File: src/rtl/btpm_pkg.sv
// Shared types, constants and pattern table for the binary tile pattern mask.
// No dependencies; every other file refers to it by scoped names.
package btpm_pkg;

    localparam int CFG_IDX_W  = 2;
    localparam int CFG_DATA_W = 13;
    localparam int MODE_W     = 3;
    localparam int THR_W      = 8;
    localparam int DIM_W      = 13;
    localparam int PIXEL_W    = 8;
    localparam int POS_W      = 12;
    localparam int SIZE_W     = 2;
    localparam int MASK_W     = 9;
    localparam int ENTRY_W    = 2;

    localparam int DEF_MAX_WIDTH  = 4096;
    localparam int DEF_MAX_HEIGHT = 4096;

    // register indexes
    localparam logic [CFG_IDX_W-1:0] REG_PATTERN_MODE   = 2'd0;
    localparam logic [CFG_IDX_W-1:0] REG_GRAY_THRESHOLD = 2'd1;
    localparam logic [CFG_IDX_W-1:0] REG_FRAME_WIDTH    = 2'd2;
    localparam logic [CFG_IDX_W-1:0] REG_FRAME_HEIGHT   = 2'd3;

    localparam logic [MODE_W-1:0] RST_PATTERN_MODE   = 3'd0;
    localparam logic [THR_W-1:0]  RST_GRAY_THRESHOLD = 8'd127;
    localparam logic [DIM_W-1:0]  RST_FRAME_WIDTH    = 13'd640;
    localparam logic [DIM_W-1:0]  RST_FRAME_HEIGHT   = 13'd480;

    localparam logic [MODE_W-1:0] MODE_PASS       = 3'd0;
    localparam logic [MODE_W-1:0] MODE_DIAG_2X2   = 3'd1;
    localparam logic [MODE_W-1:0] MODE_ELL_2X2    = 3'd2;
    localparam logic [MODE_W-1:0] MODE_FULL_2X2   = 3'd3;
    localparam logic [MODE_W-1:0] MODE_CORNER_3X3 = 3'd4;
    localparam logic [MODE_W-1:0] MODE_WEDGE_3X3  = 3'd5;
    localparam logic [MODE_W-1:0] MODE_CROSS_3X3  = 3'd6;
    localparam logic [MODE_W-1:0] MODE_FIRST_3X3  = 3'd4;
    localparam logic [MODE_W-1:0] MODE_UNION      = 3'd7;

    localparam logic [MASK_W-1:0] UNION_TOP_ROW  = 9'h007;
    localparam logic [MASK_W-1:0] UNION_LEFT_COL = 9'h049;

    // per-pixel control word handed from the position stage to the tile stage
    typedef struct packed {
        logic              bit_set;
        logic [MODE_W-1:0] mode;
        logic              size3;
        logic              in_tile;
        logic              last_row;
        logic              last_col;
        logic [1:0]        rr;
        logic [1:0]        cc;
    } pixel_info_t;

    function automatic logic [MASK_W-1:0] tile_pattern(input logic [MODE_W-1:0] mode);
        logic [MASK_W-1:0] p;
        begin
            case (mode)
                MODE_DIAG_2X2:   p = 9'h009;
                MODE_ELL_2X2:    p = 9'h00D;
                MODE_FULL_2X2:   p = 9'h00F;
                MODE_CORNER_3X3: p = 9'h04F;
                MODE_WEDGE_3X3:  p = 9'h05F;
                MODE_CROSS_3X3:  p = 9'h155;
                default:         p = 9'h000;
            endcase
            return p;
        end
    endfunction

    function automatic logic [MASK_W-1:0] judge_tile(input logic [MODE_W-1:0] mode,
                                                     input logic [MASK_W-1:0] bits);
        logic [MASK_W-1:0] m;
        logic [MASK_W-1:0] p;
        begin
            m = '0;
            p = tile_pattern(mode);
            if (mode == MODE_UNION)
            begin
                if ((bits & UNION_TOP_ROW) == UNION_TOP_ROW)
                    m = m | UNION_TOP_ROW;
                if ((bits & UNION_LEFT_COL) == UNION_LEFT_COL)
                    m = m | UNION_LEFT_COL;
            end
            else if ((bits & p) == p)
            begin
                m = p;
            end
            return m;
        end
    endfunction

endpackage

File: src/rtl/btpm_pos_ctrl.sv
// Raster position tracking: column/row counters with mod-3 companions, tile placement
// and pixel thresholding. Uses btpm_pkg.
module btpm_pos_ctrl #(
    parameter int MAX_WIDTH  = btpm_pkg::DEF_MAX_WIDTH,
    parameter int MAX_HEIGHT = btpm_pkg::DEF_MAX_HEIGHT,
    parameter int CW = $clog2(MAX_WIDTH),
    parameter int RW = $clog2(MAX_HEIGHT)
) (
    input  logic                             clk,
    input  logic                             rst_n,
    input  logic                             accept,
    input  logic [btpm_pkg::PIXEL_W-1:0]     gray_pixel,
    input  logic                             frame_start,
    input  logic [btpm_pkg::MODE_W-1:0]      mode,
    input  logic [btpm_pkg::THR_W-1:0]       threshold,
    input  logic [btpm_pkg::DIM_W-1:0]       frame_width,
    input  logic [btpm_pkg::DIM_W-1:0]       frame_height,
    output logic [CW-1:0]                    col,
    output logic [RW-1:0]                    row,
    output btpm_pkg::pixel_info_t            info
);

    localparam int WW = $clog2(MAX_WIDTH + 1);
    localparam int HW = $clog2(MAX_HEIGHT + 1);
    localparam int TW = WW + 1;
    localparam int UW = HW + 1;
    localparam int LW = btpm_pkg::DIM_W + 1;

    logic [CW-1:0] col_reg, col_next;
    logic [RW-1:0] row_reg, row_next;
    logic [1:0]    c3_reg, c3_next;
    logic [1:0]    r3_reg, r3_next;

    logic [WW-1:0] w;
    logic [HW-1:0] h;
    logic [1:0]    c3_cur, r3_cur;
    logic          size3;
    logic [1:0]    s, cc, rr;
    logic [WW-1:0] col_inc;
    logic [HW-1:0] row_inc;
    logic          col_fit, row_fit;

    // clamp dimensions to 1..MAX
    always_comb
    begin
        if (frame_width == '0)
            w = WW'(1);
        else if (LW'(frame_width) > LW'(MAX_WIDTH))
            w = WW'(MAX_WIDTH);
        else
            w = WW'(frame_width);
        if (frame_height == '0)
            h = HW'(1);
        else if (LW'(frame_height) > LW'(MAX_HEIGHT))
            h = HW'(MAX_HEIGHT);
        else
            h = HW'(frame_height);
    end

    always_comb
    begin
        col    = frame_start ? '0 : col_reg;
        row    = frame_start ? '0 : row_reg;
        c3_cur = frame_start ? 2'd0 : c3_reg;
        r3_cur = frame_start ? 2'd0 : r3_reg;
        size3  = (mode >= btpm_pkg::MODE_FIRST_3X3);
        s      = size3 ? 2'd3 : 2'd2;
        cc     = size3 ? c3_cur : {1'b0, col[0]};
        rr     = size3 ? r3_cur : {1'b0, row[0]};
        // tile holding this pixel ends inside the frame
        col_fit = (TW'(col) + TW'(s - cc)) <= TW'(w);
        row_fit = (UW'(row) + UW'(s - rr)) <= UW'(h);

        info.bit_set  = (gray_pixel > threshold);
        info.mode     = mode;
        info.size3    = size3;
        info.in_tile  = (mode != btpm_pkg::MODE_PASS) && col_fit && row_fit;
        info.last_row = (rr == s - 2'd1);
        info.last_col = (cc == s - 2'd1);
        info.rr       = rr;
        info.cc       = cc;
    end

    always_comb
    begin
        col_inc  = WW'(col) + WW'(1);
        row_inc  = HW'(row) + HW'(1);
        col_next = CW'(col_inc);
        row_next = row;
        c3_next  = (c3_cur == 2'd2) ? 2'd0 : c3_cur + 2'd1;
        r3_next  = r3_cur;
        if (col_inc >= w)
        begin
            col_next = '0;
            c3_next  = 2'd0;
            if (row_inc >= h)
            begin
                row_next = '0;
                r3_next  = 2'd0;
            end
            else
            begin
                row_next = RW'(row_inc);
                r3_next  = (r3_cur == 2'd2) ? 2'd0 : r3_cur + 2'd1;
            end
        end
    end

    always_ff @(posedge clk or negedge rst_n)
    begin
        if (!rst_n)
        begin
            col_reg <= '0;
            row_reg <= '0;
            c3_reg  <= 2'd0;
            r3_reg  <= 2'd0;
        end
        else if (accept)
        begin
            col_reg <= col_next;
            row_reg <= row_next;
            c3_reg  <= c3_next;
            r3_reg  <= r3_next;
        end
    end

endmodule

File: config.mk
export PLATFORM = sky130hd
export DESIGN_NAME = btpm_pos_ctrl
export DESIGN_NICKNAME = d
export VERILOG_FILES = /design/src/rtl/btpm_pkg.sv /design/src/rtl/btpm_pos_ctrl.sv
export SDC_FILE = /design/constraint.sdc
export NUM_CORES = 1
export LEC_CHECK = 0
export BUFFER_PORTS_ARGS = -buffer_cell sky130_fd_sc_hd__buf_2
export CORE_AREA = 2 2 86 88
export CTS_BUF_LIST = sky130_fd_sc_hd__clkbuf_4
export DETAILED_ROUTE_END_ITERATION = 12
export DIE_AREA = 0 0 88 90
export GPL_ROUTABILITY_DRIVEN = 0
export PLACE_DENSITY = 0.91
export SYNTH_ARGS = -nofsm -noshare
export SYNTH_HDL_FRONTEND = slang
export SYNTH_SLANG_ARGS = --single-unit
File: constraint.sdc
create_clock -name clk -period 6.55 [get_ports clk]
set_input_delay 1.31 -clock clk [delete_from_list [all_inputs] [get_ports clk]]
set_output_delay 1.31 -clock clk [all_outputs]
set_load 0.005 [all_outputs]
==> impl_results.md, run 1 <==
* Outcome: completed
* Largest net degree at the start of global routing at 34
* Final setup vio count at 0
* Power Total at 408 uW
* Crit-path cells: buf_2 > nor2b_1 > nor2_1 > a21oi_1 > ha_1 > inv_1 > fa_1 > nor3b_1 > buf_4 > nor2b_1 > nand3_1 > nor2_1 > xor2_1 > ha_1 > nand3_1 > nor4_1 > o32ai_1 > a21oi_1 > buf_2
* Critical Path Start Type: primary input
* Fraction of layout cells with a size suffix above 1 at 17.7%
* CP arrival at 4.74 ns
* Most used flip-flop cell after synthesis: dfrtp_1
* CTS clk-pin slew, worst paths at 0.14 ns
* Antenna violations before repair at 1
* Critical Path Fanout Max at 8
* Ant diodes at 0
* DRT antenna net count at 0
* Distinct cell type count after synthesis at 62
* Pre-antenna DRT Iters at 5
* Worst VDD drop at 0.0699 mV
* Die Y at 90 um
* GRT overflow at 0
* Total Routed Length at 10.2 mm
* Die area at 7920 um2
* Yosys reg bits at 28
* Via count at 3952
* EDFF count, synth at 0
* Relative slew slack at 48.5%
* Core ar. at 7020 um2
* Crit. Startpoint: frame_start
* Register area at 701 um2
* Post-route minimum period at 6.05 ns
* Cell count after synthesis at 497
* Post-cts sizing count at 0
* Post-synth ARST share at 100%
* PD cells at 93.9 nW/um2
* R2R Path Start: col_reg[0]
* Hpwl dp at 8.37 mm
* CTS sink cnt at 28
* Cells on worst reg2reg path at 14
* Final Slew Violations at 0
* Data required, critical path at 5.24 ns
* Clk Latency, worst-skew pair at 0.35 ns
* CTS tree: done
* Ys Warns at 0
* Sequential area share after synthesis at 18.0%
* Setup_tns at 0 ns
* Drt drc at 0
* Num CTS Buffers at 3
* Site row count at 31
* Crit path kind: primary input to output pin
* Num ports at 85
* Drt via density at 5.96
* Synth top area cells: ha_1, dfrtp_1, nand2_1
* R2r endpoint: row_reg[8]
* Hold/Removal Path Class: register to register
* Tightest Pin Transition at 0.768 ns
* Number of filler cells placed in the layout at 594
* Max Cap Viol at 0
* CP max stage delay at 0.40 ns
* Width of the die at 88 um
* Crit. End Element: output pin
* H-tree levels at 1
* Clk buf depth at 2
* Critical path's slowest cell: fa_1
* Buffers added on ports at 84
* FMAX at 165 MHz
* Avg Inst Size Synth at 7.81 um2
* Synth-to-layout area growth at 11.9%
* Multi-input logic area at 2940 um2
* Total Routing Usage GR at 26.5%
* Clk_skew at 0.00758 ns
* Nets at 682
* Hold_buf cts at 0
* Initial Util at 55.3%
* RSZ-0062 raised after global routing: false
* Setup bufs post-CTS at 0
* Worst setup path endpoint: info[6]
* Fin crit share at 92.3%
* Synth top area share at 21.3%
* Root buf cell: clkbuf_4
* Syn Nets at 614
* Drt wl/cell at 15.3 um
* Vias in the first global route at 3826
* Cell Area, Synth at 3880 um2
* First-pass GRT wire length at 17.3 mm
* Final hold vios at 0
* Worst R2R Setup Slack at 2.19 ns
* Leak at 2.28 nW
* Initial DRC count at 285
* Largest area contributor in the netlist: ha_1
## routing by layer
| layer | GRT usage [%] | vias to the layer above | part of all wire [%] |
|---|---|---|---|
| li1 | - | 1924 | - |
| met1 | 34.9 | 1887 | 44 |
| met2 | 45.7 | 122 | 49 |
| met3 | 1.93 | 17 | 5.1 |
| met4 | 8.08 | 2 | 1.7 |
| met5 | 0 | - | 0.13 |
## cells in the final DEF (no fill, tap or decap), types with 3 or more instances in the layout
| cell | Yosys | routed |
|---|---|---|
| a22oi_1 | 3 | 3 |
| and3_1 | 3 | 3 |
| nand4_1 | 11 | 11 |
| and2_1 | 4 | 4 |
| xor2_1 | 15 | 15 |
| nor4_1 | 8 | 8 |
| a21o_1 | 15 | 15 |
| a31oi_1 | 4 | 4 |
| buf_2 | 8 | 84 |
| o21ai_0 | 24 | 24 |
| buf_4 | 5 | 4 |
| nand3_1 | 13 | 13 |
| nor3_1 | 9 | 9 |
| o31ai_1 | 3 | 3 |
| xnor2_1 | 17 | 17 |
| o21ai_1 | 3 | 3 |
| a21oi_1 | 27 | 27 |
| clkbuf_4 | 0 | 3 |
| dfrtp_1 | 28 | 28 |
| ha_1 | 66 | 66 |
| nor2b_1 | 24 | 24 |
| o2bb2ai_1 | 12 | 12 |
| nor2_1 | 33 | 33 |
| a22o_1 | 5 | 5 |
| a221o_1 | 3 | 3 |
| inv_1 | 25 | 25 |
| nand2_1 | 73 | 73 |
## through the flow
| stage | util (%) | instances | worst slack (ns) | hold slack [ns] | instance area, um2 |
|---|---|---|---|---|---|
| after floorplan | - | 497 | 0.680 | 0.442 | 3880 |
| after global placement | 61.5 | 659 | 0.767 | 0.459 | 4320 |
| after detailed placement | 61.5 | 659 | 0.568 | 0.469 | 4320 |
| after CTS | 61.9 | 663 | 0.543 | 0.488 | 4350 |
| after global routing | 61.9 | 663 | 0.181 | 0.515 | 4350 |
| final | 61.9 | 663 | 0.504 | 0.484 | 4350 |
## power by group
group          total, mW  leakage (nW)  internal, mW  switching [mW]
Clock             0.0766        0.0154        0.0226          0.0540
Combinational      0.146          1.88        0.0611          0.0847
Sequential         0.186         0.380         0.179         0.00702
## synthesized netlist by cell type (all sizes together), types with 4 or more instances
library cell / n
nand2: 73
ha: 66
nor2: 34
a21oi: 28
dfrtp: 28
o21ai: 28
inv: 26
nor2b: 24
xnor2: 17
buf: 16
a21o: 15
xor2: 15
nand3: 13
nand4: 12
o2bb2ai: 12
clkbuf: 9
nor3: 9
nor4: 9
a22o: 5
a31oi: 4
and2: 4
## final cells by class
class	instances	area share [%]
inverter	27	2.33
clock buffer	3	0.518
sequential	28	16.1
multi-input combinational	417	67.7
tap	99	2.85
timing repair buffer	88	10.4
clock inverter	1	0.0864
## worst min path at each step
stage / start / endpoint / slack (ns) / cells after the start
floorplan: row_reg[7] / row_reg[7] / 0.44 / 1
global placement: row_reg[7] / row_reg[7] / 0.46 / 1
detailed placement: row_reg[7] / row_reg[7] / 0.47 / 1
CTS: row_reg[7] / row_reg[7] / 0.49 / 1
global route: row_reg[7] / row_reg[7] / 0.51 / 1
finish: row_reg[7] / row_reg[7] / 0.48 / 1
## worst max-delay path, delay by kind of cell
kind	cells	cell delay [ns]
xor gates and xnor gates	1	0.09
buffers and inverters	4	0.49
and+or+nand+nor	8	1.47
AOI/OAI and AO/OA	3	0.49
adders and majority gates	3	0.88
## cell families (layout without fill, tap and decap cells)
| logic type | count (synthesis) | in the layout | share of synthesized area (%) |
|---|---|---|---|
| and+or+nand+nor | 196 | 196 | 25.0 |
| AOI/OAI and AO/OA | 120 | 120 | 21.0 |
| adders and majority gates | 68 | 68 | 22.3 |
| buffers and inverters | 52 | 119 | 6.15 |
| xor gates and xnor gates | 32 | 32 | 7.22 |
| DFF | 28 | 28 | 18.0 |
| muxes | 1 | 1 | 0.258 |
Note: power is estimated with default switching activity, not from simulation.
==> run 2, diff against run 1 <==
CORE_AREA = 2 2 88 90   (was 2 2 86 88)
DIE_AREA = 0 0 90 92   (was 0 0 88 90)
PLACE_DENSITY = 0.87   (was 0.91)
==> impl_results.md, run 2 (synthesis results as in run 1) <==
* Total Routed Length at 10.5 mm
* Worst VDD drop at 0.0710 mV
* Post-cts sizing count at 0
* Critical Path Start Type: primary input
* Buffers added on ports at 84
* Data required, critical path at 5.24 ns
* Final hold vios at 0
* Clock Power Share at 18.8%
* Sequential share of power at 45.6%
* Drt wl/cell at 15.8 um
* RSZ-0062 raised after global routing: false
* Die Y at 92 um
* Relative slew slack at 48.1%
* First-pass GRT wire length at 17.7 mm
* Commonest non-fill, non-tap cells in the layout: buf_2, nand2_1, ha_1, nor2_1, dfrtp_1
* Hold path depth at 1
* Most common cell after layout, fill and taps aside: buf_2
* Power Total at 408 uW
* Nets at 683
* Hold_buf cts at 0
* Clk buf depth at 2
* Core ar. at 7450 um2
* Hold/Removal Path Class: register to register
* CTS clk-pin slew, worst paths at 0.15 ns
* Total Routing Usage GR at 25.4%
* Crit path kind: primary input to output pin
* Root buf cell: clkbuf_4
* Leak at 2.28 nW
* H-tree levels at 1
* NetSw at 147 uW
* GRT overflow at 0
* Cells on worst reg2reg path at 14
* Fraction of layout cells with a size suffix above 1 at 17.9%
* Pre-antenna DRT Iters at 5
* Clk Latency, worst-skew pair at 0.35 ns
* Clk_skew at 0.00869 ns
* Num ports at 85
* Width of the die at 90 um
* Drt drc at 0
* Dpl ws at 0.567 ns
* Final setup vio count at 0
* PD cells at 93.7 nW/um2
* Vias in the first global route at 3984
* Synth-to-layout area growth at 12.3%
* FMAX at 164 MHz
* Fin crit share at 93.0%
* Outcome: completed
* DRT antenna net count at 0
* Comb power frac at 35.6%
* Setup bufs post-CTS at 0
* Final Slew Violations at 0
* CP arrival at 4.78 ns
* CTS tree: done
* Num CTS Buffers at 3
* Antenna violations before repair at 0
* Setup_tns at 0 ns
* Hpwl dp at 8.62 mm
* Tightest Pin Transition at 0.774 ns
* Initial DRC count at 263
* Number of filler cells placed in the layout at 690
* Largest net degree at the start of global routing at 34
* Critical Path Fanout Max at 8
* Sw Ratio at 35.9%
* Drt via density at 5.96
* Final Worst Setup Slack at 0.461 ns
* Post-route minimum period at 6.09 ns
* Site row count at 32
* CTS sink cnt at 28
* Initial Util at 52.2%
* Max Cap Viol at 0
* Via count at 3984
* Crit. End Element: output pin
* Fin util at 58.6%
* Pint at 262 uW
* Die area at 8280 um2
==> run 2: cell count changes in the layout (fill, tap and decap cells not counted), sizes merged <==
cell and delta:
buf +1, diode +1
==> run 2: layer usage <==
metal  vias to the layer above  global-route usage (%)  part of all wire [%]
li1                       1939                       -                     -
met3                        26                    1.81                   5.8
met5                         -                       0                     0
met1                      1847                    32.7                    44
met4                         0                    8.59                   2.7
met2                       172                    45.1                    48
==> run 2: critical path, cell delays in order <==
cell	delay (ns)
buf_2	0.17
inv_2	0.11
and3_1	0.17
a21oi_1	0.25
inv_1	0.12
fa_1	0.44
nor3b_1	0.20
buf_4	0.16
nor2b_1	0.22
nand3_1	0.14
nor2_1	0.16
xor2_1	0.09
ha_1	0.29
nand3_1	0.12
nor4_1	0.33
o32ai_1	0.21
a21oi_1	0.17
buf_2	0.13
==> run 2: power groups by stage <==
stage	combinational, mW	clock, mW	sequential [mW]
6_report	0.145	0.0769	0.186
5_1_grt	0.166	0.0809	0.187
4_1_cts	0.145	0.0751	0.186
3_5_place_dp	0.144	0	0.189
3_3_place_gp	0.137	0	0.189
2_1_floorplan	0.0946	0	0.187
==> run 2: stage by stage <==
step / hold slack (ns) / instance area, um2 / cells
6_report: 0.482 / 4360 / 668
5_1_grt: 0.530 / 4360 / 667
4_1_cts: 0.482 / 4360 / 667
3_5_place_dp: 0.464 / 4330 / 663
3_3_place_gp: 0.462 / 4330 / 663
2_1_floorplan: 0.442 / 3880 / 497
==> run 2: final timing paths <==
path                        startpoint           to  slack [ns]
hold reg to reg             row_reg[7]   row_reg[7]        0.48
setup / recovery           frame_start      info[6]        0.46
min in group asynchronous        rst_n    r3_reg[1]        0.96
max in group asynchronous        rst_n   row_reg[3]        5.17
setup reg to reg            col_reg[0]  row_reg[11]        2.24
hold / removal              row_reg[7]   row_reg[7]        0.48
==> run 2: layout make-up <==
| class | count | area (um2) | share of cell area (%) |
|---|---|---|---|
| Inverter | 27 | 101 | 2.32 |
| Tap cell | 102 | 128 | 2.93 |
| Multi-Input combinational cell | 417 | 2940 | 67.5 |
| Sequential cell | 28 | 701 | 16.1 |
| Clock inverter | 1 | 3.75 | 0.0861 |
| Antenna cell | 1 | 2.50 | 0.0574 |
| Clock buffer | 3 | 22.5 | 0.516 |
| Timing Repair Buffer | 89 | 458 | 10.5 |
