## config.mk

```make
export PLATFORM = sky130hd
export DESIGN_NAME = btpm_tile_eval
export DESIGN_NICKNAME = d
export VERILOG_FILES = /design/src/rtl/btpm_pkg.sv /design/src/rtl/btpm_tile_eval.sv
export SDC_FILE = /design/constraint.sdc
export NUM_CORES = 1
export LEC_CHECK = 0
export ABC_AREA = 0
export BUFFER_PORTS_ARGS = -buffer_cell sky130_fd_sc_hd__buf_2
export CORE_MARGIN = 5
export CORE_UTILIZATION = 40
export CTS_BUF_LIST = sky130_fd_sc_hd__clkbuf_8 sky130_fd_sc_hd__clkbuf_16
export CTS_CLUSTER_DIAMETER = 200
export DETAILED_ROUTE_END_ITERATION = 16
export GPL_TIMING_DRIVEN = 1
export PLACE_DENSITY_LB_ADDON = 0.08
export SLEW_MARGIN = 20
export SYNTH_ARGS = -nofsm -noshare
export SYNTH_HDL_FRONTEND = slang
export SYNTH_SLANG_ARGS = --single-unit
```

## constraint.sdc

```tcl
create_clock -name clk -period 6.8 [get_ports clk]
set_clock_uncertainty 0.1 [all_clocks]
set_input_delay 1.36 -clock clk [delete_from_list [all_inputs] [get_ports clk]]
set_output_delay 1.36 -clock clk [all_outputs]
set_load 0.02 [all_outputs]
```

## src/rtl/btpm_pkg.sv

```systemverilog
// Shared types, constants and pattern table for the binary tile pattern mask.
// No dependencies; every other file refers to it by scoped names.
package btpm_pkg;

    localparam int CFG_IDX_W  = 2;
    localparam int CFG_DATA_W = 13;
    localparam int MODE_W     = 3;
    localparam int THR_W      = 8;
    localparam int DIM_W      = 13;
    localparam int PIXEL_W    = 8;
    localparam int POS_W      = 12;
    localparam int SIZE_W     = 2;
    localparam int MASK_W     = 9;
    localparam int ENTRY_W    = 2;

    localparam int DEF_MAX_WIDTH  = 4096;
    localparam int DEF_MAX_HEIGHT = 4096;

    // register indexes
    localparam logic [CFG_IDX_W-1:0] REG_PATTERN_MODE   = 2'd0;
    localparam logic [CFG_IDX_W-1:0] REG_GRAY_THRESHOLD = 2'd1;
    localparam logic [CFG_IDX_W-1:0] REG_FRAME_WIDTH    = 2'd2;
    localparam logic [CFG_IDX_W-1:0] REG_FRAME_HEIGHT   = 2'd3;

    localparam logic [MODE_W-1:0] RST_PATTERN_MODE   = 3'd0;
    localparam logic [THR_W-1:0]  RST_GRAY_THRESHOLD = 8'd127;
    localparam logic [DIM_W-1:0]  RST_FRAME_WIDTH    = 13'd640;
    localparam logic [DIM_W-1:0]  RST_FRAME_HEIGHT   = 13'd480;

    localparam logic [MODE_W-1:0] MODE_PASS       = 3'd0;
    localparam logic [MODE_W-1:0] MODE_DIAG_2X2   = 3'd1;
    localparam logic [MODE_W-1:0] MODE_ELL_2X2    = 3'd2;
    localparam logic [MODE_W-1:0] MODE_FULL_2X2   = 3'd3;
    localparam logic [MODE_W-1:0] MODE_CORNER_3X3 = 3'd4;
    localparam logic [MODE_W-1:0] MODE_WEDGE_3X3  = 3'd5;
    localparam logic [MODE_W-1:0] MODE_CROSS_3X3  = 3'd6;
    localparam logic [MODE_W-1:0] MODE_FIRST_3X3  = 3'd4;
    localparam logic [MODE_W-1:0] MODE_UNION      = 3'd7;

    localparam logic [MASK_W-1:0] UNION_TOP_ROW  = 9'h007;
    localparam logic [MASK_W-1:0] UNION_LEFT_COL = 9'h049;

    // per-pixel control word handed from the position stage to the tile stage
    typedef struct packed {
        logic              bit_set;
        logic [MODE_W-1:0] mode;
        logic              size3;
        logic              in_tile;
        logic              last_row;
        logic              last_col;
        logic [1:0]        rr;
        logic [1:0]        cc;
    } pixel_info_t;

    function automatic logic [MASK_W-1:0] tile_pattern(input logic [MODE_W-1:0] mode);
        logic [MASK_W-1:0] p;
        begin
            case (mode)
                MODE_DIAG_2X2:   p = 9'h009;
                MODE_ELL_2X2:    p = 9'h00D;
                MODE_FULL_2X2:   p = 9'h00F;
                MODE_CORNER_3X3: p = 9'h04F;
                MODE_WEDGE_3X3:  p = 9'h05F;
                MODE_CROSS_3X3:  p = 9'h155;
                default:         p = 9'h000;
            endcase
            return p;
        end
    endfunction

    function automatic logic [MASK_W-1:0] judge_tile(input logic [MODE_W-1:0] mode,
                                                     input logic [MASK_W-1:0] bits);
        logic [MASK_W-1:0] m;
        logic [MASK_W-1:0] p;
        begin
            m = '0;
            p = tile_pattern(mode);
            if (mode == MODE_UNION)
            begin
                if ((bits & UNION_TOP_ROW) == UNION_TOP_ROW)
                    m = m | UNION_TOP_ROW;
                if ((bits & UNION_LEFT_COL) == UNION_LEFT_COL)
                    m = m | UNION_LEFT_COL;
            end
            else if ((bits & p) == p)
            begin
                m = p;
            end
            return m;
        end
    endfunction

endpackage

```

## src/rtl/btpm_tile_eval.sv

```systemverilog
// Tile stage: takes the line-store read, writes the entry back, gathers the tile
// bits, judges the pattern and holds the result word. Uses btpm_pkg.
module btpm_tile_eval #(
    parameter int MAX_WIDTH  = btpm_pkg::DEF_MAX_WIDTH,
    parameter int MAX_HEIGHT = btpm_pkg::DEF_MAX_HEIGHT,
    parameter int CW = $clog2(MAX_WIDTH),
    parameter int RW = $clog2(MAX_HEIGHT)
) (
    input  logic                             clk,
    input  logic                             rst_n,
    input  logic                             accept,
    input  btpm_pkg::pixel_info_t            info,
    input  logic [CW-1:0]                    col,
    input  logic [RW-1:0]                    row,
    input  logic [btpm_pkg::ENTRY_W-1:0]     rd_data,
    output logic                             wr_en,
    output logic [CW-1:0]                    wr_addr,
    output logic [btpm_pkg::ENTRY_W-1:0]     wr_data,
    output logic                             pixel_stall,
    output logic                             block_valid,
    input  logic                             block_stall,
    output logic [btpm_pkg::POS_W-1:0]       origin_row,
    output logic [btpm_pkg::POS_W-1:0]       origin_col,
    output logic [btpm_pkg::SIZE_W-1:0]      block_size,
    output logic [btpm_pkg::MASK_W-1:0]      mask_bits
);

    localparam int OCW = (CW > btpm_pkg::POS_W) ? CW : btpm_pkg::POS_W;
    localparam int ORW = (RW > btpm_pkg::POS_W) ? RW : btpm_pkg::POS_W;

    btpm_pkg::pixel_info_t           s1_info_reg;
    logic [CW-1:0]                   s1_col_reg;
    logic [RW-1:0]                   s1_row_reg;
    logic                            s1_valid_reg;
    logic [btpm_pkg::MASK_W-1:0]     recent_reg, recent_next;
    logic                            out_valid_reg;
    logic [btpm_pkg::POS_W-1:0]      out_row_reg, out_row_next;
    logic [btpm_pkg::POS_W-1:0]      out_col_reg, out_col_next;
    logic [btpm_pkg::SIZE_W-1:0]     out_size_reg, out_size_next;
    logic [btpm_pkg::MASK_W-1:0]     out_mask_reg, out_mask_next;

    logic                            s1_adv;
    logic                            emit;
    logic                            tile_row;
    logic [1:0]                      s_m1;
    logic [3:0]                      sh0, sh1, sh2;
    logic [btpm_pkg::MASK_W-1:0]     contrib;
    logic [CW-1:0]                   org_col;
    logic [RW-1:0]                   org_row;
    logic [OCW-1:0]                  org_col_ext;
    logic [ORW-1:0]                  org_row_ext;

    assign s1_adv      = s1_valid_reg && (!out_valid_reg || !block_stall);
    assign pixel_stall = s1_valid_reg && !s1_adv;
    assign tile_row    = s1_info_reg.in_tile && s1_info_reg.last_row;

    // read-modify-write of the band entry on the earlier rows of a tile
    always_comb
    begin
        wr_en   = s1_adv && s1_info_reg.in_tile && !s1_info_reg.last_row;
        wr_addr = s1_col_reg;
        wr_data = rd_data;
        wr_data[s1_info_reg.rr[0]] = s1_info_reg.bit_set;
    end

    always_comb
    begin
        s_m1 = s1_info_reg.size3 ? 2'd2 : 2'd1;
        sh0  = {2'b00, s1_info_reg.cc};
        sh1  = sh0 + (s1_info_reg.size3 ? 4'd3 : 4'd2);
        sh2  = sh0 + 4'd6;
        if (s1_info_reg.size3)
            contrib = (btpm_pkg::MASK_W'(rd_data[0]) << sh0)
                    | (btpm_pkg::MASK_W'(rd_data[1]) << sh1)
                    | (btpm_pkg::MASK_W'(s1_info_reg.bit_set) << sh2);
        else
            contrib = (btpm_pkg::MASK_W'(rd_data[0]) << sh0)
                    | (btpm_pkg::MASK_W'(s1_info_reg.bit_set) << sh1);
        recent_next = ((s1_info_reg.cc == 2'd0) ? '0 : recent_reg) | contrib;

        org_col     = s1_col_reg - CW'(s_m1);
        org_row     = s1_row_reg - RW'(s_m1);
        org_col_ext = OCW'(org_col);
        org_row_ext = ORW'(org_row);

        emit          = !s1_info_reg.in_tile || (tile_row && s1_info_reg.last_col);
        out_row_next  = btpm_pkg::POS_W'(ORW'(s1_row_reg));
        out_col_next  = btpm_pkg::POS_W'(OCW'(s1_col_reg));
        out_size_next = btpm_pkg::SIZE_W'(1);
        out_mask_next = btpm_pkg::MASK_W'(s1_info_reg.bit_set);
        if (s1_info_reg.in_tile)
        begin
            out_row_next  = org_row_ext[btpm_pkg::POS_W-1:0];
            out_col_next  = org_col_ext[btpm_pkg::POS_W-1:0];
            out_size_next = btpm_pkg::SIZE_W'(s_m1 + 2'd1);
            out_mask_next = btpm_pkg::judge_tile(s1_info_reg.mode, recent_next);
        end
    end

    always_ff @(posedge clk)
    begin
        if (accept)
        begin
            s1_info_reg <= info;
            s1_col_reg  <= col;
            s1_row_reg  <= row;
        end
        if (s1_adv && emit)
        begin
            out_row_reg  <= out_row_next;
            out_col_reg  <= out_col_next;
            out_size_reg <= out_size_next;
            out_mask_reg <= out_mask_next;
        end
    end

    always_ff @(posedge clk or negedge rst_n)
    begin
        if (!rst_n)
        begin
            s1_valid_reg  <= 1'b0;
            out_valid_reg <= 1'b0;
            recent_reg    <= '0;
        end
        else
        begin
            if (accept)
                s1_valid_reg <= 1'b1;
            else if (s1_adv)
                s1_valid_reg <= 1'b0;

            if (s1_adv)
                out_valid_reg <= emit;
            else if (!block_stall)
                out_valid_reg <= 1'b0;

            if (s1_adv && tile_row)
                recent_reg <= recent_next;
        end
    end

    assign block_valid = out_valid_reg;
    assign origin_row  = out_row_reg;
    assign origin_col  = out_col_reg;
    assign block_size  = out_size_reg;
    assign mask_bits   = out_mask_reg;

endmodule

```

==> flow_summary.ini, run 1 <==
[detailed_routing]
detail-route-antenna-nets = 0
first_pass_iters = 4
vias = 2193
routedWlPerCell_um = 15.1
via_per_inst = 4.90
drc = 0
routed_wl_mm = 6.78
drt_iter0_drc = 102

[logic_synthesis]
yosysTopAreaCell = edfxtp_1
ys_seq_area_share_pct = 67.9
avgSynthCellArea_um2 = 13.7
netlist_area_mm2 = 0.00334
synth_edf_count = 68
syn_inst = 243
synth_top_area_share_pct = 61.1
ys_async_sr_fraction_pct = 11.7
synth_seq_cells = 77
ys_warn_count = 0
synthFlopType = edfxtp_1
yosysUniqueCellTypes = 46
yosys-top-cells-area = edfxtp_1 61%, dfrtp_1 6.7%, xor2_1 3.4%

[sta]
finalSetupViolations = 0
final_max_slew_viol_count = 0
finalCritPeriodShare_pct = 52.1
holdWs_ps = 386
fmax_mhz = 282
finalHoldViolCount = 0
slew_headroom_pct = 45.9
tns_ps = 0
min_period_ps = 3540
worst_slack_ps = 3260
rsz0062_at_grt = false
worstMarginPinSlew_ps = 812

[finish]
fin_area_mm2 = 0.00419
fin_util_pct = 51.2
area_growth_pct = 25.4
drive_gt1_share_pct = 35.0
nets = 388
stdcell_count = 448
layout_common_cells = 90 x buf_2, 68 x edfxtp_1, 26 x nand2_1
layout_commonest_cell = buf_2
antenna-diode-count = 0

[floorplan]
core_mm2 = 0.00818
start_util_pct = 40.8
core.rowCount = 33
die-area_mm2 = 0.0103
pin_count = 94
dieWidth_um = 101
dieHeight_um = 101

[clock_tree]
cts_resized = 0
clkSlewWorstSetupHoldPaths_ps = 80
cts_setup_buffers = 0
numCtsBuffers = 9
insertion_delay_ps = 340
cts.sinks = 77
clock_path_buffers = 2
cts_root_buffer = clkbuf_8
cts_tree = done
cts_hold_buf = 0
htree_levels = 3

[pwr]
leakage_nw = 1.72
irDropWorstVdd_v = 0.000136
powerDensity_mw_per_mm2 = 302
power.total_mw = 1.26

[worst_setup_path]
cp_slowest_cell = nor3b_1
path_max_fanout = 3
critPathRequiredTime_ps = 5340
endpoint_kind = primary output
crit_chain = buf_2 > nand2_1 > nand2_1 > nor3b_1 > buf_2
startpoint_type = input port
cp.arrival_ps = 2080
worst-setup-path-type = in2out
max_stage_delay_ps = 230

[hold_path]
hold_path_class = reg2reg

[status]
status = completed

[grt]
grt_max_degree = 37
gr-usage-all-layers_pct = 14.1
grt.overflow.total = 0
grt_pass1_vias = 2210
grt_pass1_wl_mm = 10.9
antenna_found_initial = 0

[placed_design]
dp_cells = 431
dpl_cell_area_mm2 = 0.00390
portBuffers = 90
dp_slack_ps = 3260
hpwl_mm = 4.93
place_congestion = 0.807

[job]
drv_cap = 0
-- critical path: cells and delay by family --
kind / cells / cell delay (ps)
and+or+nand+nor: 3 / 410
buffers and inverters: 2 / 310
-- power by group --
group	switching (mW)	internal, mW
clock network	0.165	0.280
registers	0.0311	0.579
logic	0.128	0.0792
-- cells by family after synthesis --
kind of cell             Yosys count  share of synthesized area (%)
flip-flops                        77                           67.9
AND/OR/NAND/NOR                   75                           11.5
AO/OA/AOI/OAI                     38                           7.34
XOR/XNOR                          19                           4.98
buffers and inverters             18                           2.40
adder cells (fa/ha/maj)            8                           3.45
multiplexers                       7                           2.32
other                              1                          0.112
-- final timing paths --
kind                                 from       endpoint  slack (ps)  cells past startpoint
setup / recovery              block_stall          wr_en        3260                      5
hold / removal              recent_reg[3]  recent_reg[3]         390                      2
setup reg to reg           s1_info_reg[7]   mask_bits[0]        4250                      8
hold reg to reg             recent_reg[3]  recent_reg[3]         390                      2
max in group asynchronous           rst_n  recent_reg[6]        5670                      1
min in group asynchronous           rst_n   s1_valid_reg         750                      1
-- synth_stat cells (2+ instances only) --
cell and instances:
fa_1 2, nand4_1 2, xor2_1 13, nor4_1 3, mux2_2 5, ha_1 6
nand2b_1 2, dfrtp_1 9, nand3_1 5, nand3b_1 2, edfxtp_1 68, a311o_1 2
nor3_1 6, o22ai_1 2, clkbuf_1 3, nor2_1 15, a21oi_1 11, nand2_1 26
inv_1 9, nor3b_1 2, o31ai_1 2, xnor2_1 6, buf_2 4, or3_1 3
o21ai_0 13, buf_4 2
-- layer usage --
layer,track usage (%),part of all wire [%],vias up,wire length [um]
li1,-,-,1092,-
met1,18.7,44,1013,2980
met2,20.5,45,82,3080
met3,5.44,9.5,6,646
met4,6.03,1.2,0,84
met5,0,0,-,0
-- layout make-up --
class | count | area (um2)
repair buffers | 92 | 485
well taps | 105 | 131
flip-flops and latches | 77 | 2270
inverters | 9 | 33.8
fillers | 745 | 3990
multi-input cells | 149 | 1010
clock inverters | 7 | 138
clock buffers | 9 | 124
Note: power is estimated with default switching activity, not from simulation.
==> run 2: changes to the inputs <==
clock period = 3.38 ns   (was 6.8 ns; I/O delays follow)
==> run 2 against run 1 <==
  * Die area did not move
  * Wire length fell by 1.3%
  * First-iteration DRC count down 13%
  * Largest power group unchanged
  * Sequential share of layout area grew 0.57 points
  * Register-to-register slack lost 3400 ps
  * Largest cell class unchanged
  * Combinational power up 96%
  * Cell count unchanged
  * Critical path depth grew 3
  * Setup slack worse by 2400 ps
  * Utilization shrank 0.54 points
==> flow_summary.ini, run 2 (synthesis results as in run 1) <==
[finish]
nFillCells = 755
area_growth_pct = 24.1
seq_area_mm2 = 0.00227
layout_common_cells = 90 x buf_2, 68 x edfxtp_1, 26 x nand2_1
nets = 388
multi_input_area_mm2 = 0.00101
stdcell_count = 448
drive_gt1_share_pct = 35.1
layout_commonest_cell = buf_2

[hold_path]
hold_path_class = in2async

[placed_design]
dp_slack_ps = 877
portBuffers = 90
hpwl_mm = 4.96
place_congestion = 0.802
dp_cells = 432

[worst_setup_path]
reg2reg_slack_ps = 870
r2r-start = s1_info_reg[7]
cp.arrival_ps = 2570
r2r-end = mask_bits[0]
crit_chain = ha_1 > inv_1 > ha_1 > nand2_1 > o22ai_1 > o221a_2 > o311ai_2 > o221ai_1
cp_slowest_cell = edfxtp_1
max_stage_delay_ps = 540
worstRegToRegCells = 8
startpoint_type = register
endpoint_kind = register
path_max_fanout = 7
worst-setup-path-type = reg2reg
critPathRequiredTime_ps = 3440
cpMostUsedCell = ha_1

[pwr]
powerDensity_mw_per_mm2 = 593
power.total_mw = 2.46
leakage_nw = 1.69
irDropWorstVdd_v = 0.000279

[sta]
finalHoldViolCount = 0
slew_headroom_pct = 46.7
fmax_mhz = 398
worstMarginPinSlew_ps = 800
tns_ps = 0
finalSetupViolations = 0
rsz0062_at_grt = false
final_max_slew_viol_count = 0
finalCritPeriodShare_pct = 74.4
min_period_ps = 2510
worst_slack_ps = 866

[grt]
gr-usage-all-layers_pct = 13.6
antenna_found_initial = 0
grt_max_degree = 37
grt_pass1_vias = 2150
grt_pass1_wl_mm = 10.6
grt.overflow.total = 0

[floorplan]
core_mm2 = 0.00818
pin_count = 94
start_util_pct = 40.8
core.rowCount = 33
dieWidth_um = 101
die-area_mm2 = 0.0103
dieHeight_um = 101

[detailed_routing]
vias = 2188
routed_wl_mm = 6.70
drc = 0
detail-route-antenna-nets = 0
first_pass_iters = 4
drt_iter0_drc = 89
via_per_inst = 4.88
routedWlPerCell_um = 14.9

[clock_tree]
clkSlewWorstSetupHoldPaths_ps = 70
insertion_delay_ps = 340
cts_root_buffer = clkbuf_8
htree_levels = 3
cts_resized = 0
numCtsBuffers = 9
clock_path_buffers = 2
cts.sinks = 77
cts_tree = done
cts_setup_buffers = 0
cts_hold_buf = 0

[job]
drv_cap = 0

[status]
status = completed
run 2: layout make-up:
class / count / share of cell area, %
inverters: 9 / 0.815
well taps: 105 / 3.17
clock inverters: 6 / 2.69
clock buffers: 9 / 2.99
repair buffers: 92 / 11.2
diodes: 1 / 0.0604
multi-input cells: 149 / 24.3
flip-flops and latches: 77 / 54.7
run 2: how the worst max path moves through the flow:
stage,from,to,cells after the start
floorplan,block_stall,block_size[0],3
global placement,s1_info_reg[7],mask_bits[0],8
detailed placement,s1_info_reg[7],mask_bits[0],8
CTS,s1_info_reg[7],mask_bits[0],8
global route,s1_info_reg[7],mask_bits[0],8
finish,s1_info_reg[7],mask_bits[0],8
run 2: metrics by stage:
step / utilization (%) / instance area (um2) / hold WS, ps
floorplan: - / 3340 / 280
global placement: 47.8 / 3910 / 365
detailed placement: 47.8 / 3910 / 376
CTS: 50.6 / 4140 / 69.9
global route: 50.6 / 4140 / 82.7
finish: 50.7 / 4140 / 82.3
run 2: routing by layer:
layer / part of all wire [%] / vias up / wire [um] / track usage, %
met1: 45 / 1013 / 2980 / 18.2
li1: - / 1089 / - / -
met5: 0 / - / 0 / 0
met4: 1.4 / 0 / 97 / 6.13
met3: 9.0 / 7 / 603 / 4.89
met2: 45 / 79 / 3010 / 20.1
run 2: critical path: cells and delay by family, from the launching register on:
family,cells,cell delay (ps)
AOI/OAI and AO/OA,4,1020
DFF,1,540
adders and majority gates,2,530
and+or+nand+nor,1,110
buffers and inverters,1,40
run 2: where the power goes:
part           internal [mW]  total (mW)  switching [mW]  leakage, nW
Combinational          0.153       0.405           0.252        0.808
Sequential              1.17        1.23          0.0681        0.768
Clock                  0.488       0.816           0.328        0.116
==> run 3: changes to the inputs <==
clock period = 2.1 ns   (was 3.38 ns; I/O delays follow)
==> run 3 against run 2 <==
  * The run now ends with negative setup slack left
  * Clock power rose by 32%
  * Clock-buffer cell count did not move
  * Critical path depth is 1 higher
==> flow_summary.ini, run 3 (synthesis results as in run 1) <==
[finish]
drive_gt1_share_pct = 47.9
area_growth_pct = 35.8
nets = 421
layout_commonest_cell = buf_2
nFillCells = 730
antenna-diode-count = 0
layout_common_cells = 90 x buf_2, 68 x edfxtp_1, 32 x buf_4

[job]
drv_cap = 0

[clock_tree]
cts_root_buffer = clkbuf_8
htree_levels = 3
numCtsBuffers = 9
cts_tree = done
clock_path_buffers = 2
clkSlewWorstSetupHoldPaths_ps = 80
insertion_delay_ps = 340
cts.sinks = 77

[detailed_routing]
drt_iter0_drc = 98
first_pass_iters = 4
routedWlPerCell_um = 14.7
vias = 2335
routed_wl_mm = 7.09
drc = 0
detail-route-antenna-nets = 0
via_per_inst = 4.85

[worst_setup_path]
reg2reg_slack_ps = -30
worst-setup-path-type = reg2reg
worstRegToRegCells = 9
r2r-start = s1_info_reg[0]
r2r-end = mask_bits[0]
critPathRequiredTime_ps = 2180
worstSetupStartpoint = s1_info_reg[0]
cp.arrival_ps = 2200
startpoint_type = register
path_max_fanout = 7
endpoint_kind = register

[placed_design]
dp_slack_ps = -82.0
portBuffers = 90
place_congestion = 0.852
hpwl_mm = 5.23

[floorplan]
core.rowCount = 33
dieHeight_um = 101
pin_count = 94
core_mm2 = 0.00818
start_util_pct = 40.8
dieWidth_um = 101
die-area_mm2 = 0.0103

[sta]
min_period_ps = 2130
holdWs_ps = 152
worstMarginPinSlew_ps = 641
finalCritPeriodShare_pct = 101
slew_headroom_pct = 56.8
rsz0062_at_grt = true
fmax_mhz = 470
worst_slack_ps = -27.9
finalSetupViolations = 3
tns_ps = -30.8
final_max_slew_viol_count = 0
finalHoldViolCount = 0

[pwr]
power.total_mw = 3.89
irDropWorstVdd_v = 0.000374
powerDensity_mw_per_mm2 = 857
leakage_nw = 1.85

[grt]
grt_pass1_vias = 2351
antenna_found_initial = 1
gr-usage-all-layers_pct = 14.5
grt.overflow.total = 0
grt_max_degree = 20
grt_pass1_wl_mm = 11.2

[status]
violations = negative setup slack
status = finished, violations left

[hold_path]
min_from = col[5]
whs_path_depth = 1
hold_end = wr_addr[5]
hold_path_class = in2reg
==> run 3: changes by cell type in the layout (fill, tap and decap cells not counted), sizes merged <==
cell         delta
buf            +32
clkinv          +2
clkinvlp        +1
dlygate4sd3     +1
diode           -1
bufinv          -2
==> run 3: routing by layer <==
| layer | vias up | wire [um] | global-route usage (%) | part of all wire (%) |
|---|---|---|---|---|
| met5 | - | 7 | 0 | 0.099 |
| met4 | 2 | 94 | 6.24 | 1.3 |
| met3 | 12 | 658 | 5.03 | 9.3 |
| met2 | 83 | 3310 | 21.7 | 47 |
| met1 | 1084 | 3020 | 19.1 | 43 |
| li1 | 1154 | - | - | - |
==> run 3: how the worst max path moves through the flow <==
stage | end | slack, ps | cells after the start
after floorplan | mask_bits[0] | 7 | 8
after global placement | mask_bits[0] | -60 | 7
after detailed placement | mask_bits[0] | -80 | 7
after CTS | mask_bits[0] | -20 | 9
after global routing | mask_bits[0] | -130 | 9
final | mask_bits[0] | -30 | 9
==> run 3: critical path, cell delays in order, from the launching register on <==
cell and delay, ps:
edfxtp_1 410, buf_6 130, ha_2 170, inv_2 60, ha_4 200, nor2b_4 160
a311o_1 200, o211a_1 200, o311ai_4 160, o221ai_2 200
==> run 3: layout make-up <==
class	instances	area (um2)	share of cell area, %
sequential	77	2270	50.0
multi-input combinational	149	1190	26.2
timing repair buffer	125	723	15.9
tap	105	131	2.90
clock buffer	9	124	2.73
clock inverter	7	67.6	1.49
inverter	9	33.8	0.745
==> run 3: metrics by stage <==
stage / cell area [um2] / util, % / cells
CTS: 4370 / 53.5 / 477
finish: 4540 / 55.5 / 481
floorplan: 3390 / - / 244
detailed placement: 4150 / 50.7 / 460
global route: 4540 / 55.5 / 481
global placement: 4150 / 50.7 / 460
==> run 3: power by group <==
| part | total, mW | internal (mW) | switching, mW |
|---|---|---|---|
| Clock | 1.08 | 0.543 | 0.537 |
| Combinational | 0.829 | 0.360 | 0.468 |
| Sequential | 1.98 | 1.88 | 0.104 |
==> run 3: timing repair <==
| item | 4_1_cts | 5_1_grt |
|---|---|---|
| resized for setup | 7 | 31 |
| pin swaps | 4 | 8 |
| endpoints found under the hold margin | 9 | 0 |
| setup endpoints to repair | 11 | 19 |
| cloned | 0 | 0 |
| hold buffers | 1 | 0 |
| setup buffers | 0 | 4 |
